## src/hdl/ssil_pkg.sv

```systemverilog
`timescale 1ns / 1ps
`default_nettype none

package ssil_pkg;

    localparam int DEPTH = 256;
    localparam int IDX_W = $clog2(DEPTH);
    localparam int CNT_W = $clog2(DEPTH + 1);
    localparam int VAL_W = 32;
    localparam int POS_W = 9;

    localparam logic [1:0] MODE_INSERT = 2'd0;
    localparam logic [1:0] MODE_LOOKUP = 2'd1;
    localparam logic [1:0] MODE_CLEAR  = 2'd2;

    typedef enum logic [2:0] {
        ST_INSERTED  = 3'd0,
        ST_DUPLICATE = 3'd1,
        ST_FULL      = 3'd2,
        ST_FOUND     = 3'd3,
        ST_NOT_FOUND = 3'd4,
        ST_CLEARED   = 3'd5
    } status_t;

    typedef struct packed {
        logic lt;
        logic eq;
    } cmp_t;

    typedef struct packed {
        status_t            status;
        logic [POS_W-1:0]   position;
        logic [POS_W-1:0]   entry_count;
    } result_t;

endpackage

`default_nettype wire

```

## src/hdl/ssil_ctrl.sv

```systemverilog
`timescale 1ns / 1ps
`default_nettype none

module ssil_ctrl (
    input  wire logic                               clk,
    input  wire logic                               rst_n,
    input  wire logic                               in_valid,
    output logic                                    in_ready,
    input  wire logic [1:0]                         in_mode,
    input  wire logic signed [ssil_pkg::VAL_W-1:0]  in_value,
    output logic                                    rd_en,
    output logic [ssil_pkg::IDX_W-1:0]              rd_addr,
    input  wire logic [ssil_pkg::VAL_W-1:0]         rd_data,
    output logic                                    wr_en,
    output logic [ssil_pkg::IDX_W-1:0]              wr_addr,
    output logic [ssil_pkg::VAL_W-1:0]              wr_data,
    output logic signed [ssil_pkg::VAL_W-1:0]       cmp_a,
    output logic signed [ssil_pkg::VAL_W-1:0]       cmp_b,
    input  ssil_pkg::cmp_t                          cmp_res,
    output logic                                    res_valid,
    input  wire logic                               res_taken,
    output ssil_pkg::result_t                       res
);
    import ssil_pkg::*;

    typedef enum logic [5:0] {
        S_IDLE     = 6'b000001,
        S_SRCH_RD  = 6'b000010,
        S_SRCH_CMP = 6'b000100,
        S_SHIFT    = 6'b001000,
        S_DRAIN    = 6'b010000,
        S_PLACE    = 6'b100000
    } state_t;

    localparam logic [CNT_W-1:0] DEPTH_C = CNT_W'(DEPTH);
    localparam logic [CNT_W-1:0] ONE_C   = CNT_W'(1);

    state_t                  state_reg, state_next;
    logic                    done_reg, done_next;
    logic [CNT_W-1:0]        count_reg, count_next;
    logic [CNT_W-1:0]        lo_reg, lo_next;
    logic [CNT_W-1:0]        hi_reg, hi_next;
    logic [CNT_W-1:0]        mid_reg, mid_next;
    logic                    eq_reg, eq_next;
    logic                    ins_reg, ins_next;
    logic [VAL_W-1:0]        key_reg, key_next;
    logic [IDX_W-1:0]        rp_reg, rp_next;
    logic [IDX_W-1:0]        wa_reg, wa_next;
    logic                    pend_reg, pend_next;
    result_t                 res_reg, res_next;

    logic [CNT_W-1:0]        span;
    logic [CNT_W-1:0]        mid;

    assign span = hi_reg - lo_reg;
    assign mid  = lo_reg + (span >> 1);

    assign cmp_a     = signed'(rd_data);
    assign cmp_b     = signed'(key_reg);
    assign in_ready  = (state_reg == S_IDLE) && !done_reg;
    assign res_valid = done_reg;
    assign res       = res_reg;

    always_comb
    begin
        state_next = state_reg;
        done_next  = done_reg;
        count_next = count_reg;
        lo_next    = lo_reg;
        hi_next    = hi_reg;
        mid_next   = mid_reg;
        eq_next    = eq_reg;
        ins_next   = ins_reg;
        key_next   = key_reg;
        rp_next    = rp_reg;
        wa_next    = wa_reg;
        pend_next  = pend_reg;
        res_next   = res_reg;
        rd_en      = 1'b0;
        rd_addr    = rp_reg;
        wr_en      = 1'b0;
        wr_addr    = wa_reg;
        wr_data    = rd_data;

        if (done_reg && res_taken)
        begin
            done_next = 1'b0;
        end

        unique case (state_reg)
            S_IDLE:
            begin
                if (in_valid && in_ready)
                begin
                    key_next = in_value;
                    ins_next = (in_mode == MODE_INSERT);
                    if (in_mode == MODE_CLEAR)
                    begin
                        count_next = '0;
                        res_next   = '{ST_CLEARED, '0, '0};
                        done_next  = 1'b1;
                    end
                    else
                    begin
                        lo_next    = '0;
                        hi_next    = count_reg;
                        eq_next    = 1'b0;
                        state_next = S_SRCH_RD;
                    end
                end
            end
            S_SRCH_RD:
            begin
                if (lo_reg < hi_reg)
                begin
                    rd_en      = 1'b1;
                    rd_addr    = mid[IDX_W-1:0];
                    mid_next   = mid;
                    state_next = S_SRCH_CMP;
                end
                else if (ins_reg && !eq_reg && (count_reg != DEPTH_C))
                begin
                    // room to insert: shift the tail if the value is not last
                    if (count_reg == lo_reg)
                    begin
                        state_next = S_PLACE;
                    end
                    else
                    begin
                        rp_next    = IDX_W'(count_reg - ONE_C);
                        pend_next  = 1'b0;
                        state_next = S_SHIFT;
                    end
                end
                else
                begin
                    res_next.position    = POS_W'(lo_reg);
                    res_next.entry_count = POS_W'(count_reg);
                    if (ins_reg)
                    begin
                        res_next.status = eq_reg ? ST_DUPLICATE : ST_FULL;
                    end
                    else
                    begin
                        res_next.status = eq_reg ? ST_FOUND : ST_NOT_FOUND;
                    end
                    done_next  = 1'b1;
                    state_next = S_IDLE;
                end
            end
            S_SRCH_CMP:
            begin
                if (cmp_res.lt)
                begin
                    lo_next = mid_reg + ONE_C;
                end
                else
                begin
                    hi_next = mid_reg;
                    eq_next = cmp_res.eq;
                end
                state_next = S_SRCH_RD;
            end
            S_SHIFT:
            begin
                // read one below while the previous read lands one above
                rd_en     = 1'b1;
                rd_addr   = rp_reg;
                wr_en     = pend_reg;
                pend_next = 1'b1;
                wa_next   = rp_reg + 1'b1;
                if (rp_reg == lo_reg[IDX_W-1:0])
                begin
                    state_next = S_DRAIN;
                end
                else
                begin
                    rp_next = rp_reg - 1'b1;
                end
            end
            S_DRAIN:
            begin
                wr_en      = 1'b1;
                state_next = S_PLACE;
            end
            S_PLACE:
            begin
                wr_en      = 1'b1;
                wr_addr    = lo_reg[IDX_W-1:0];
                wr_data    = key_reg;
                count_next = count_reg + ONE_C;
                res_next   = '{ST_INSERTED, POS_W'(lo_reg), POS_W'(count_reg + ONE_C)};
                done_next  = 1'b1;
                state_next = S_IDLE;
            end
            default:
            begin
                state_next = S_IDLE;
            end
        endcase
    end

    always_ff @(posedge clk or negedge rst_n)
    begin
        if (!rst_n)
        begin
            state_reg <= S_IDLE;
            done_reg  <= 1'b0;
            count_reg <= '0;
            pend_reg  <= 1'b0;
        end
        else
        begin
            state_reg <= state_next;
            done_reg  <= done_next;
            count_reg <= count_next;
            pend_reg  <= pend_next;
        end
    end

    always_ff @(posedge clk)
    begin
        lo_reg  <= lo_next;
        hi_reg  <= hi_next;
        mid_reg <= mid_next;
        eq_reg  <= eq_next;
        ins_reg <= ins_next;
        key_reg <= key_next;
        rp_reg  <= rp_next;
        wa_reg  <= wa_next;
        res_reg <= res_next;
    end

`ifndef SYNTHESIS
    a_count_bound: assert property (@(posedge clk) disable iff (!rst_n)
        count_reg <= DEPTH_C)
        else $error("entry count beyond table depth");

    a_search_window: assert property (@(posedge clk) disable iff (!rst_n)
        (state_reg == S_SRCH_RD) |-> (lo_reg <= hi_reg) && (hi_reg <= count_reg))
        else $error("search window out of order");

    a_shift_no_clash: assert property (@(posedge clk) disable iff (!rst_n)
        (state_reg == S_SHIFT && pend_reg) |-> (wa_reg != rp_reg))
        else $error("shift read and write hit the same entry");

    a_result_held: assert property (@(posedge clk) disable iff (!rst_n)
        (res_valid && !res_taken) |=> res_valid && $stable(res))
        else $error("result dropped or changed before hand-off");

    a_busy_no_accept: assert property (@(posedge clk) disable iff (!rst_n)
        (state_reg != S_IDLE) |-> !in_ready)
        else $error("ready raised mid-operation");
`endif

endmodule

`default_nettype wire

```

## config.mk

```make
export PLATFORM = sky130hd
export DESIGN_NAME = ssil_ctrl
export DESIGN_NICKNAME = d
export VERILOG_FILES = /design/src/hdl/ssil_pkg.sv /design/src/hdl/ssil_ctrl.sv
export SDC_FILE = /design/constraint.sdc
export NUM_CORES = 1
export LEC_CHECK = 0
export BUFFER_PORTS_ARGS = -buffer_cell sky130_fd_sc_hd__buf_4
export CAP_MARGIN = 20
export CELL_PAD_IN_SITES_DETAIL_PLACEMENT = 0
export CELL_PAD_IN_SITES_GLOBAL_PLACEMENT = 1
export CORE_ASPECT_RATIO = 2
export CORE_MARGIN = 4
export CORE_UTILIZATION = 43
export CTS_BUF_LIST = sky130_fd_sc_hd__clkbuf_2 sky130_fd_sc_hd__clkbuf_4 sky130_fd_sc_hd__clkbuf_8
export DETAILED_ROUTE_END_ITERATION = 8
export PLACE_DENSITY_LB_ADDON = 0.1
export SYNTH_ARGS = -nofsm -noshare
export SYNTH_HDL_FRONTEND = slang
export SYNTH_SLANG_ARGS = --single-unit
```

## constraint.sdc

```tcl
create_clock -name clk -period 6.4 [get_ports clk]
set_clock_uncertainty 0.05 [all_clocks]
set_input_delay 0.64 -clock clk [delete_from_list [all_inputs] [get_ports clk]]
set_output_delay 0.64 -clock clk [all_outputs]
set_load 0.05 [all_outputs]
```

==> metrics.txt <==
Syn Area/Cell 10.1 um^2; Post-synth EDFFs 98; Critical Path Sink Type output port; Die Height 185 um; Total Routing Usage GR 22.7%; critical path peak fanout 6; Placer Congestion 0.942; Post-synth top cells 132 x nand2_1, 98 x edfxtp_1, 37 x nor2_1, 37 x o21ai_0; sequential-to-total area share from yosys stat 50.2%; io pins 209; total vias in the final route 5580; top_reg_cell synth edfxtp_1; P_leak 0.00385 uW; CP Launch Type flip-flop; post-layout minimum cycle time 4.80 ns; Setup Viol. Count Final 0; total grt overflow 0; initial antenna violation count 0; Rel. slew slack 31.8%; hold depth 1; WP data required 5.71 ns; first-pass GRT wire length 29700 um; register area 3370 um^2; PwrDens 577 nW/um^2; unrepaired setup endpoints after global routing no; Syn Nets 763; status complete, no violations; synth unique cells 60; reg2reg path depth 12; maximum vdd drop 1.03 mV; Port Buffers 208; largest net degree at the start of global routing 78; vias in the first global route 5431; TritonCTS buffer count 17; CTS max path bufs 2; area of the multi-input gates 2830 um^2; clock tree from TritonCTS yes; Post-Synthesis Cell Area 6710 um^2; P&R area growth vs syn 28.6%; Worst EP arrival 4.11 ns; Rows 64; Synth Instances 665; leading post-synthesis cells by cell area edfxtp_1 44%, nand2_1 7.4%, dfrtp_1 6.0%, ha_1 4.5%, buf_4 3.7%; type of the worst min-delay path input pin to flip-flop; top cell type by total area after synthesis edfxtp_1; dpl cell area 8170 um^2; Ys Warns 0; Slew Viols, Final 0; Setup TNS 0 ns; Max Freq 209 MHz; die area 17800 um^2; final count of hold timing violations 0; max reg flops 32; layout cell share with drive strength beyond 1 32.1%; synthesized flop and latch total 115; top-area cell type share of the netlist area 43.8%; number of max-cap violations 0; Inserted Diodes 0; WS Path Type flip-flop to output port; Routed wire per std cell 19.8 um; Root Buffer clkbuf_8; Post-CTS Setup Bufs 0; Routed Antenna Nets 0; Fillers 1387; DRT iter0 DRCs 273; final wirelength 20700 um; drt pass-1 iters 4; nets@finish 930; H-tree levels 4; Worst-Skew Late Latency 0.45 ns; Finished Cell Area 8640 um^2; Worst-Margin Slew 1.02 ns; vias per cell 5.35; DRC viols 0; core area 15300 um^2; Synth async-reset ratio 14.8%; Die X 96.4 um; Initial Utilization 43.9%; final worst-path cycle share 74.9%; HPWL Detailed 16100 um; Reg clk slew, reported paths 0.08 ns; most common cell in the synthesized netlist nand2_1; CTS Sinks 115
## metrics by stage
step                cells  total power (uW)  setup slack (ns)  hold slack, ns  utilization, %
finish               1043              4980              1.60           0.319            56.5
global route         1043              5240              1.40           0.299            56.5
CTS                  1043              5000              1.64           0.292            56.5
detailed placement   1010              4200              2.15           0.471            53.4
global placement     1010              4150              2.24           0.474            53.4
floorplan             665              3340              2.56           0.294               -
## cells in the final DEF, fill, tap and decap left out, drive strengths merged, types with 4 or more instances in the layout
master	Yosys	routed
a21boi	4	4
a21o	5	5
a21oi	25	25
a31oi	4	4
and3	9	9
buf	43	213
bufinv	0	5
clkbuf	23	18
clkinv	0	5
clkinvlp	0	4
dfrtp	16	16
edfxtp	98	98
ha	24	24
inv	33	33
mux2	16	16
mux2i	8	8
nand2	132	132
nand3	14	14
nand4	6	6
nor2	39	39
nor2b	6	6
nor3	14	14
nor4	4	4
o21a	5	5
o21ai	37	37
o31ai	6	6
or3	6	6
xnor2	23	23
xor2	22	22
## final timing paths
| path | start | endpoint | slack (ns) |
|---|---|---|---|
| worst min-delay path | in_value[16] | cmp_b[16]$_DFFE_PP_ | 0.32 |
| max in group asynchronous | rst_n | state_reg[0]$_DFFE_PN1P_ | 5.49 |
| worst min register to register | pend_reg$_DFFE_PN0P_ | pend_reg$_DFFE_PN0P_ | 0.50 |
| worst max-delay path | lo_reg[0]$_SDFFCE_PN0P_ | rd_addr[7] | 1.60 |
| worst max register to register | lo_reg[0]$_SDFFCE_PN0P_ | mid_reg[8]$_DFFE_PP_ | 2.84 |
| min in group asynchronous | rst_n | state_reg[4]$_DFFE_PN0P_ | 0.55 |
## layout make-up
cell class              count  area share (%)
flip-flops and latches    115            39.0
repair buffers            214            18.6
clock inverters            14            2.46
multi-input cells         451            32.8
inverters                  33            1.43
clock buffers              18            2.80
well taps                 198            2.87
## logic make-up after synthesis
family | synth area share, %
compound gates | 9.62
xor+xnor | 5.87
fa+ha+maj | 5.07
buf+inv | 7.70
flops | 50.2
mux | 3.88
simple gates | 17.7
## critical path: stages, from the launching register on
cell       delay, ns
edfxtp_1        0.50
ha_1            0.28
fa_1            0.41
nor2b_1         0.13
o21ai_0         0.11
a21boi_0        0.49
o21ai_0         0.16
a2bb2oi_1       0.16
ha_1            0.28
o21ai_0         0.15
a21oi_1         0.18
nand2_1         0.08
xnor2_1         0.33
mux2_2          0.23
buf_4           0.19
## where the power goes
part           internal, uW  switching [uW]  leakage (uW)  total (uW)
combinational           989            1750       0.00249        2740
sequential             1200             272       0.00114        1470
clock                   466             311      0.000218         777
total                  2650            2330       0.00385        4980
## per-layer routing
| layer | vias to the layer above | track usage, % | part of all wire, % |
|---|---|---|---|
| met2 | 222 | 42.5 | 55 |
| li1 | 2628 | - | - |
| met1 | 2677 | 21.5 | 32 |
| met4 | 0 | 15.1 | 6.0 |
| met3 | 53 | 4.21 | 6.9 |
| met5 | - | 0 | 0 |
## what timing repair did
action / 4_1_cts / 5_1_grt
hold buffers: 1 / 0
hold endpoints to repair: 15 / 0
resized for setup: 0 / 0
(Power assumes the default switching activity.)
