[src/hdl/ssil_pkg.sv]
`timescale 1ns / 1ps
`default_nettype none

package ssil_pkg;

    localparam int DEPTH = 256;
    localparam int IDX_W = $clog2(DEPTH);
    localparam int CNT_W = $clog2(DEPTH + 1);
    localparam int VAL_W = 32;
    localparam int POS_W = 9;

    localparam logic [1:0] MODE_INSERT = 2'd0;
    localparam logic [1:0] MODE_LOOKUP = 2'd1;
    localparam logic [1:0] MODE_CLEAR  = 2'd2;

    typedef enum logic [2:0] {
        ST_INSERTED  = 3'd0,
        ST_DUPLICATE = 3'd1,
        ST_FULL      = 3'd2,
        ST_FOUND     = 3'd3,
        ST_NOT_FOUND = 3'd4,
        ST_CLEARED   = 3'd5
    } status_t;

    typedef struct packed {
        logic lt;
        logic eq;
    } cmp_t;

    typedef struct packed {
        status_t            status;
        logic [POS_W-1:0]   position;
        logic [POS_W-1:0]   entry_count;
    } result_t;

endpackage

`default_nettype wire

[src/hdl/ssil_cmp.sv]
`timescale 1ns / 1ps
`default_nettype none

module ssil_cmp (
    input  wire logic signed [ssil_pkg::VAL_W-1:0] a,
    input  wire logic signed [ssil_pkg::VAL_W-1:0] b,
    output ssil_pkg::cmp_t                          res
);
    import ssil_pkg::*;

    // signed (two's complement) compare, shared by every search step
    assign res.lt = (a < b);
    assign res.eq = (a == b);

endmodule

`default_nettype wire

[config.mk]
export PLATFORM = sky130hd
export DESIGN_NAME = ssil_cmp
export DESIGN_NICKNAME = d
export VERILOG_FILES = /design/src/hdl/ssil_pkg.sv /design/src/hdl/ssil_cmp.sv
export SDC_FILE = /design/constraint.sdc
export NUM_CORES = 1
export LEC_CHECK = 0
export BUFFER_PORTS_ARGS = -buffer_cell sky130_fd_sc_hd__buf_2
export CAP_MARGIN = 20
export CORE_MARGIN = 3
export CORE_UTILIZATION = 45
export DETAILED_ROUTE_END_ITERATION = 8
export MAX_ROUTING_LAYER = met4
export PLACE_DENSITY = 0.91
export SYNTH_ARGS = -nofsm -noshare
export SYNTH_HDL_FRONTEND = slang
export SYNTH_SLANG_ARGS = --single-unit
[constraint.sdc]
create_clock -name vclk -period 4.3
set_clock_uncertainty 0.05 [all_clocks]
set_input_delay 0.43 -clock vclk [all_inputs]
set_output_delay 0.43 -clock vclk [all_outputs]
set_load 0.05 [all_outputs]
==> results.env, run 1 <==
LAYOUT_COMMONEST_CELL='sky130_fd_sc_hd__buf_2'
GRT_REMAINING_OVERFLOW=0
AREA_GROWTH_PCT=43.90
DESIGN_POWER_TOTAL_mW=0.1022
SETUP_TNS_NS=0
SEQCELLAREA_UM2=0
LAYOUT_WORST_PATH_CYCLE_SHARE=0.5980
PLACE.GP.CONGESTION=0.7662
CTS_SETUP_BUFFERS=0
SYNTH.CELL_AREA_UM2=820.8
GRT_USE_TOTAL=0.1954
GRT_ANTENNA_BEFORE_REPAIR=0
HOLD_SLACK_NS=1.384
MAX_CAP_VIOLATIONS=0
WORSTPATHMAXFANOUT=3
PIN_COUNT_OF_THE_BIGGEST_NET_ENTERING_GLOBAL_ROUTING=5
POST-PLACE-WS_NS=1.715
OUTCOME='complete, no violations'
DRCVIOLATIONCOUNT=0
NUMBER_OF_CELL_ROWS=14
VIA_COUNT=1003
CTS.REPAIR.RESIZED=0
YS_SEQ_AREA_FRAC=0
PERIOD_MINUS_SLACK_NS=2.571
TIMING.SETUP.CRITICAL_PATH_CLASS='input port to output pin'
CTS_HOLD_BUFFERS=0
LEAKAGEPOWER_nW=0.7653
MAX_FREQ_GHz=0.3889
FP.DIEW_UM=48.71
TIMING.FINAL.WS_SETUP_NS=1.729
CORE_MM2=0.001612
FILLERINSTANCES=152
END_KIND='output pin'
SYNTHESIZED_NET_COUNT=209
WL_PER_CELL_UM=10.57
POWER.IR.VDD_WORST_V=0.00005064
HP-CLASS='input port to output pin'
FIRSTDRTPASSITERS=4
TIMING.SLEW.HEADROOM=0.7435
PIN_COUNT=66
ARRIVAL_NS=2.09
INSERTEDDIODECOUNT=0
FINALMAXSLEWVIOLATIONS=0
CRITICAL_PATH_REQUIRED_NS=3.82
TIMING_WORST_SLEW_PIN_VALUE_NS=0.3848
FINAL_ANTENNA_NET_COUNT=0
AVGVIACOUNTPERCELL=4.941
SYN-INSTANCE-COUNT=113
DRT-INITIAL-DRC-COUNT=7
YS.WARNINGS.COUNT=0
POWER_DENSITY_mW_PER_MM2=86.56
SETUP_VIOL=0
FLOORPLAN.DIE.HEIGHT_UM=48.71
PORT-BUFFER-COUNT=66
LAYOUT_COMMON_CELLS='sky130_fd_sc_hd__buf_2, sky130_fd_sc_hd__inv_1, sky130_fd_sc_hd__ha_1, sky130_fd_sc_hd__a21oi_1, sky130_fd_sc_hd__nand2_1'
HOLD_VIOL=0
FIRST_GLOBAL_VIAS=1008
GRT_SETUP_UNREPAIRED='no'
INITIAL_CORE_UTIL=0.5093
ROUTED_WL_MM=2.145
NETS=277
SYNTH.DISTINCT_CELLS=24
GRT_FIRST_PASS_WIRELENGTH_MM=3.884
DP_HPWL_MM=2.079
CLOCKBUFFERCOUNT=0
SYN_AVG_CELL_AREA_UM2=7.264
LAYOUT_CELLS_SIZED_ABOVE_1=0.3966
NFLOPSANDLATCHES=0
FRACTION_OF_THE_CORE_AREA_COVERED_BY_CELLS_AT_THE_END_OF_THE_FLOW=0.7329
DIE-AREA_MM2=0.002372
STARTPOINT_KIND_OF_THE_WORST_SETUP_TIMING_PATH='input port'
critical path, cell delays in order:
cell	delay, ns
sky130_fd_sc_hd__buf_2	0.10
sky130_fd_sc_hd__ha_1	0.33
sky130_fd_sc_hd__a21oi_1	0.15
sky130_fd_sc_hd__o21ai_0	0.10
sky130_fd_sc_hd__a221oi_1	0.37
sky130_fd_sc_hd__o2111ai_1	0.20
sky130_fd_sc_hd__o22ai_2	0.13
sky130_fd_sc_hd__buf_2	0.28
power by group:
group	switching, mW	internal (mW)	total, mW
logic	0.0504	0.0518	0.102
clock network	0	0	0
registers	0	0	0
final timing paths:
path / to / start / slack [ns] / cells after the start
setup / recovery: res[1] / a[19] / 1.73 / 8
hold / removal: res[1] / a[31] / 1.38 / 4
Yosys cell counts (2+ instances only):
library cell,instances,share of area
sky130_fd_sc_hd__a21o_1,2,0.018
sky130_fd_sc_hd__a21oi_1,11,0.067
sky130_fd_sc_hd__ha_1,32,0.49
sky130_fd_sc_hd__inv_1,32,0.15
sky130_fd_sc_hd__nand2_1,7,0.032
sky130_fd_sc_hd__nand3_1,2,0.012
sky130_fd_sc_hd__nand4_1,6,0.046
sky130_fd_sc_hd__nor2_1,4,0.018
sky130_fd_sc_hd__o21ai_0,2,0.012
through the flow:
stage | cells | instance area (um^2)
2_1_floorplan | 113 | 820.8
3_3_place_gp | 203 | 1181
3_5_place_dp | 203 | 1181
4_1_cts | 203 | 1181
5_1_grt | 203 | 1181
6_report | 203 | 1181
kinds of logic (layout without fill, tap and decap cells):
kind of cell / after synthesis / in the layout / share of synthesized area
buffers and inverters: 32 / 98 / 0.1463
adder cells (fa/ha/maj): 32 / 32 / 0.4878
AND/OR/NAND/NOR: 24 / 24 / 0.1601
AO/OA/AOI/OAI: 25 / 25 / 0.2058
final cells by class:
type	instances	area (um^2)	area share
repair buffers	66	330.3	0.2797
well taps	24	30.03	0.02542
inverters	32	120.1	0.1017
multi-input cells	81	700.7	0.5932
routing by layer:
metal  track usage  wire, um
met1        0.2070       777
met2        0.3959      1230
met3       0.02454       136
met4      0.009479         0
met5             -         0
Note: power is estimated with default switching activity, not from simulation.
==> run 2, diff against run 1 <==
Settings changed: CORE_UTILIZATION 45 to 42, PLACE_DENSITY 0.91 to 0.85.
Clock period 4.3 ns to 2.5 ns, I/O delays scaled along.
==> results.env, run 2 (synthesis gave the netlist of run 1 again) <==
OUTCOME='complete, no violations'
FINISH.CELL_COUNT_WITHOUT_FILLERS=204
POWER_DENSITY_mW_PER_MM2=146.6
LOGIC_PWR_SHARE=1.000
DP_CELLS=204
SWSHARE=0.4913
GRT_FIRST_PASS_WIRELENGTH_MM=3.553
INITIAL_CORE_UTIL=0.4604
PWR-SHARE-SEQ=0
MAX_CAP_VIOLATIONS=0
PLACE.GP.CONGESTION=0.6949
FIRSTDRTPASSITERS=3
LAYOUT_COMMON_CELLS='sky130_fd_sc_hd__buf_2, sky130_fd_sc_hd__inv_1, sky130_fd_sc_hd__ha_1, sky130_fd_sc_hd__a21oi_1, sky130_fd_sc_hd__nand2_1'
TIMING.SLEW.HEADROOM=0.7298
AVGVIACOUNTPERCELL=4.858
WL_PER_CELL_UM=9.995
MAX_FREQ_GHz=0.4375
ROUTED_WL_MM=2.039
SETUP.WORST_PATH.START='a[19]'
CRITICAL_PATH_REQUIRED_NS=2.20
GRT_REMAINING_OVERFLOW=0
DRCVIOLATIONCOUNT=0
PERIOD_MINUS_SLACK_NS=2.286
NUMBER_OF_CELL_ROWS=15
FLOORPLAN.DIE.HEIGHT_UM=50.21
WORST-PATH-STAGES=8
STARTPOINT_KIND_OF_THE_WORST_SETUP_TIMING_PATH='input port'
FINALMAXSLEWVIOLATIONS=0
SETUP_VIOL=0
CORE_MM2=0.001783
GRT_ANTENNA_BEFORE_REPAIR=0
HOLD_SLACK_NS=1.041
NETS=277
DIE-AREA_MM2=0.002521
GRT_USE_MET2=0.3587
GRT_USE_TOTAL=0.1692
LAYOUT_WORST_PATH_CYCLE_SHARE=0.9143
HP-CLASS='input port to output pin'
INTERNAL_POWER_mW=0.08820
CRITICAL_PATH.SLOWEST_CELL='sky130_fd_sc_hd__a221oi_1'
USE_MET1=0.1756
POSTLAYOUTCELLAREA_MM2=0.001182
CLOCK_POWER_SHARE=0
ARRIVAL_NS=1.99
HOLD_VIOL=0
DP_HPWL_MM=1.976
CRIT_CHAIN='buf_2 > ha_1 > a21oi_1 > o21ai_0 > a221oi_1 > o2111ai_1 > o22ai_2 > buf_2'
CTS_SETUP_BUFFERS=0
NETSWITCHINGPOWER_mW=0.08517
NFLOPSANDLATCHES=0
TIMING.SETUP.CRITICAL_PATH_CLASS='input port to output pin'
WORSTPATHMAXFANOUT=3
AREA_GROWTH_PCT=44.05
PIN_COUNT=66
CTS.REPAIR.RESIZED=0
LAYOUT_CELLS_SIZED_ABOVE_1=0.3966
CRITICAL_PATH_BUFFER_AND_INVERTER_COUNT=2
CLOCKBUFFERCOUNT=0
WORST_SETUP_PATH_ENDPOINT='res[1]'
LEAKAGEPOWER_nW=0.7653
FIRST_GLOBAL_VIAS=997
CRITICAL_PATH.MAX_STAGE_DELAY_NS=0.39
TIMING_WORST_SLEW_PIN_VALUE_NS=0.4053
DESIGN_POWER_TOTAL_mW=0.1734
VIA_COUNT=991
POWER.IR.VDD_WORST_V=0.00006951
TIMING.CRITICAL_PATH.MAX_DELAY_FAMILY='compound AO/OA/AOI/OAI gates'
GRT_SETUP_UNREPAIRED='no'
SETUP_TNS_NS=0
INSERTEDDIODECOUNT=0
GR-MAX-USAGE-LAYER='met2'
END_KIND='output pin'
GRT_USE_MET3=0.008902
SEQCELLAREA_UM2=0
PORT-BUFFER-COUNT=66
CTS_HOLD_BUFFERS=0
DRT-INITIAL-DRC-COUNT=4
CRITICAL_PATH.MOST_COMMON_CELL='sky130_fd_sc_hd__buf_2'
PIN_COUNT_OF_THE_BIGGEST_NET_ENTERING_GLOBAL_ROUTING=5
LAYOUT_COMMONEST_CELL='sky130_fd_sc_hd__buf_2'
FILLERINSTANCES=145
FINAL_ANTENNA_NET_COUNT=0
DPL_CELL_AREA_MM2=0.001182
FP.DIEW_UM=50.21
-- run 2: worst min-delay path, cell delays in order --
cell and delay, ns:
sky130_fd_sc_hd__buf_2 0.08, sky130_fd_sc_hd__ha_1 0.19, sky130_fd_sc_hd__o22ai_2 0.11, sky130_fd_sc_hd__buf_2 0.21
-- run 2: cell type report --
type                       instances  area (um^2)  share of cell area
inverter                          32        120.1              0.1016
timing repair buffer              66        330.3              0.2794
multi-input combinational         81        700.7              0.5926
tap                               25        31.28             0.02646
-- run 2: routing by layer --
metal  vias up  routed length (um)
li1        531                   -
met1       419                 823
met2        41                1054
met3         0                 162
met4         0                   0
met5         -                   0
-- run 2: worst min path at each step --
stage | cells past startpoint | start | end | slack [ns]
after floorplan | 2 | a[31] | res[1] | 0.85
after global placement | 4 | a[31] | res[1] | 1.02
after detailed placement | 4 | a[31] | res[1] | 1.04
after CTS | 4 | a[31] | res[1] | 1.04
after global routing | 4 | a[31] | res[1] | 1.07
final | 4 | a[31] | res[1] | 1.04
-- run 2: per-stage QoR --
| step | utilization | setup WS [ns] |
|---|---|---|
| finish | 0.6632 | 0.2142 |
| global route | 0.6632 | 0.09342 |
| CTS | 0.6632 | 0.2047 |
| detailed placement | 0.6632 | 0.2041 |
| global placement | 0.6632 | 0.3100 |
| floorplan | - | 0.3849 |
-- run 2: power groups by stage --
stage / registers [mW] / logic [mW] / clock network [mW]
after floorplan: 0 / 0.102 / 0
after global placement: 0 / 0.165 / 0
after detailed placement: 0 / 0.175 / 0
after CTS: 0 / 0.176 / 0
after global routing: 0 / 0.201 / 0
final: 0 / 0.173 / 0
==> run 3, diff against run 2 <==
Settings changed: ABC_AREA set to 1, CORE_UTILIZATION 42 to 43.
==> results.env, run 3 <==
OUTCOME='complete, no violations'
LEAKAGEPOWER_nW=0.8727
CRITICAL_PATH.MAX_STAGE_DELAY_NS=0.35
LAYOUT_COMMON_CELLS='sky130_fd_sc_hd__buf_2, sky130_fd_sc_hd__inv_1, sky130_fd_sc_hd__nand2_1, sky130_fd_sc_hd__ha_1, sky130_fd_sc_hd__a21oi_1'
SETUP_VIOL=0
DIE-AREA_MM2=0.002641
FINISH.CELL_COUNT_WITHOUT_FILLERS=235
FINAL_ANTENNA_NET_COUNT=0
TIMING_WORST_SLEW_PIN_VALUE_NS=0.2556
VIA_COUNT=1058
PORT-BUFFER-COUNT=66
POST-SYNTH-TOP-AREA-FRACTION=0.4520
YS_SEQ_AREA_FRAC=0
NETS=308
POWER.IR.VDD_WORST_V=0.00008803
TIMING.SLEW.HEADROOM=0.8308
FIRSTDRTPASSITERS=4
END_KIND='output pin'
DP_HPWL_MM=2.094
CRITICAL_PATH_BUFFER_AND_INVERTER_COUNT=2
CORE_MM2=0.001839
SYN-INSTANCE-COUNT=144
HOLD_VIOL=0
COMMONEST_CELLS_IN_THE_SYNTHESIZED_NETLIST='sky130_fd_sc_hd__inv_1, sky130_fd_sc_hd__nand2_1, sky130_fd_sc_hd__ha_1'
PIN_COUNT=66
NUMBER_OF_CELL_ROWS=15
TIMING.SETUP.CRITICAL_PATH_CLASS='input port to output pin'
FINALMAXSLEWVIOLATIONS=0
DESIGN_POWER_TOTAL_mW=0.1911
NFLOPSANDLATCHES=0
LAYOUT_WORST_PATH_CYCLE_SHARE=0.7621
LAYOUT_CELLS_SIZED_ABOVE_1=0.3476
SETUP_TNS_NS=0
AREA_GROWTH_PCT=40.82
DRT-INITIAL-DRC-COUNT=4
GRT_REMAINING_OVERFLOW=0
POST-SYNTH-TOP-COUNT-CELL='sky130_fd_sc_hd__inv_1'
MAX_FREQ_GHz=0.5249
SEQCELLAREA_UM2=0
GRT_USE_TOTAL=0.1747
POWER_DENSITY_mW_PER_MM2=153.2
CTS.REPAIR.RESIZED=0
FLOORPLAN.DIE.HEIGHT_UM=51.39
INSERTEDDIODECOUNT=0
ROUTED_WL_MM=2.188
AVGVIACOUNTPERCELL=4.502
HP-CLASS='input port to output pin'
MAX_CAP_VIOLATIONS=0
CRITICAL_PATH_REQUIRED_NS=2.20
FP.DIEW_UM=51.39
CRITICAL_PATH.SLOWEST_CELL='sky130_fd_sc_hd__ha_1'
WORSTPATHMAXFANOUT=4
DRCVIOLATIONCOUNT=0
ARRIVAL_NS=1.61
CTS_SETUP_BUFFERS=0
PIN_COUNT_OF_THE_BIGGEST_NET_ENTERING_GLOBAL_ROUTING=5
SYNTH_TOP_CELLS_BY_AREA='sky130_fd_sc_hd__ha_1, sky130_fd_sc_hd__inv_1, sky130_fd_sc_hd__nand2_1'
DP_CELLS=235
YS.WARNINGS.COUNT=0
PLACE.GP.CONGESTION=0.7295
CLOCKBUFFERCOUNT=0
SYN_AVG_CELL_AREA_UM2=6.152
GRT_FIRST_PASS_WIRELENGTH_MM=3.732
TIMING.CRITICAL_PATH.MAX_DELAY_FAMILY='compound AO/OA/AOI/OAI gates'
FIRST_GLOBAL_VIAS=970
GRT_ANTENNA_BEFORE_REPAIR=0
STARTPOINT_KIND_OF_THE_WORST_SETUP_TIMING_PATH='input port'
PERIOD_MINUS_SLACK_NS=1.905
CRIT_CHAIN='buf_2 > ha_1 > a21oi_1 > o21a_2 > nand2_1 > a21oi_2 > nand3_1 > nand2_1 > buf_2'
INITIAL_CORE_UTIL=0.4816
LAYOUT_COMMONEST_CELL='sky130_fd_sc_hd__buf_2'
SYNTH_LARGEST_AREA_CELL='sky130_fd_sc_hd__ha_1'
FILLERINSTANCES=179
CTS_HOLD_BUFFERS=0
GRT_SETUP_UNREPAIRED='no'
WL_PER_CELL_UM=9.311
SYNTH.CELL_AREA_UM2=885.9
SYNTH.DISTINCT_CELLS=16
SYNTHESIZED_NET_COUNT=240
==> run 3: worst paths after layout <==
path / startpoint / to / slack (ns) / depth (start not counted)
setup / recovery: a[31] / res[1] / 0.59 / 9
hold / removal: b[0] / res[0] / 1.09 / 5
==> run 3: cell families (layout without fill, tap and decap cells) <==
| logic type | count (synthesis) | in the layout | share of synthesized area |
|---|---|---|---|
| AOI/OAI and AO/OA | 17 | 17 | 0.1074 |
| adders and majority gates | 32 | 32 | 0.4520 |
| buffers and inverters | 40 | 106 | 0.1695 |
| and+or+nand+nor | 55 | 55 | 0.2712 |
==> run 3: routing by layer <==
metal / vias to the layer above / share of wire / wire [um] / GRT usage
li1: 587 / - / - / -
met1: 429 / 0.41 / 891 / 0.2101
met2: 42 / 0.52 / 1129 / 0.3326
met3: 0 / 0.076 / 167 / 0.008746
met4: 0 / 0 / 0 / 0.008734
met5: - / 0 / 0 / -
==> run 3: metrics by stage <==
stage,setup slack [ns],utilization,cell area (um^2),hold slack (ns)
2_1_floorplan,0.2415,-,885.9,0.9198
3_3_place_gp,0.6432,0.6782,1247,1.079
3_5_place_dp,0.6241,0.6782,1247,1.079
4_1_cts,0.6198,0.6782,1247,1.086
5_1_grt,0.4667,0.6782,1247,1.124
6_report,0.5947,0.6782,1247,1.090
==> run 3: report_power, final <==
group | total (mW) | internal, mW | switching (mW)
Combinational | 0.191 | 0.0922 | 0.0989
Clock | 0 | 0 | 0
Sequential | 0 | 0 | 0
==> run 3: cell type report <==
class | instances | area, um^2 | share of cell area
well taps | 25 | 31.28 | 0.02508
multi-input cells | 104 | 735.7 | 0.5898
inverters | 40 | 150.1 | 0.1204
repair buffers | 66 | 330.3 | 0.2648
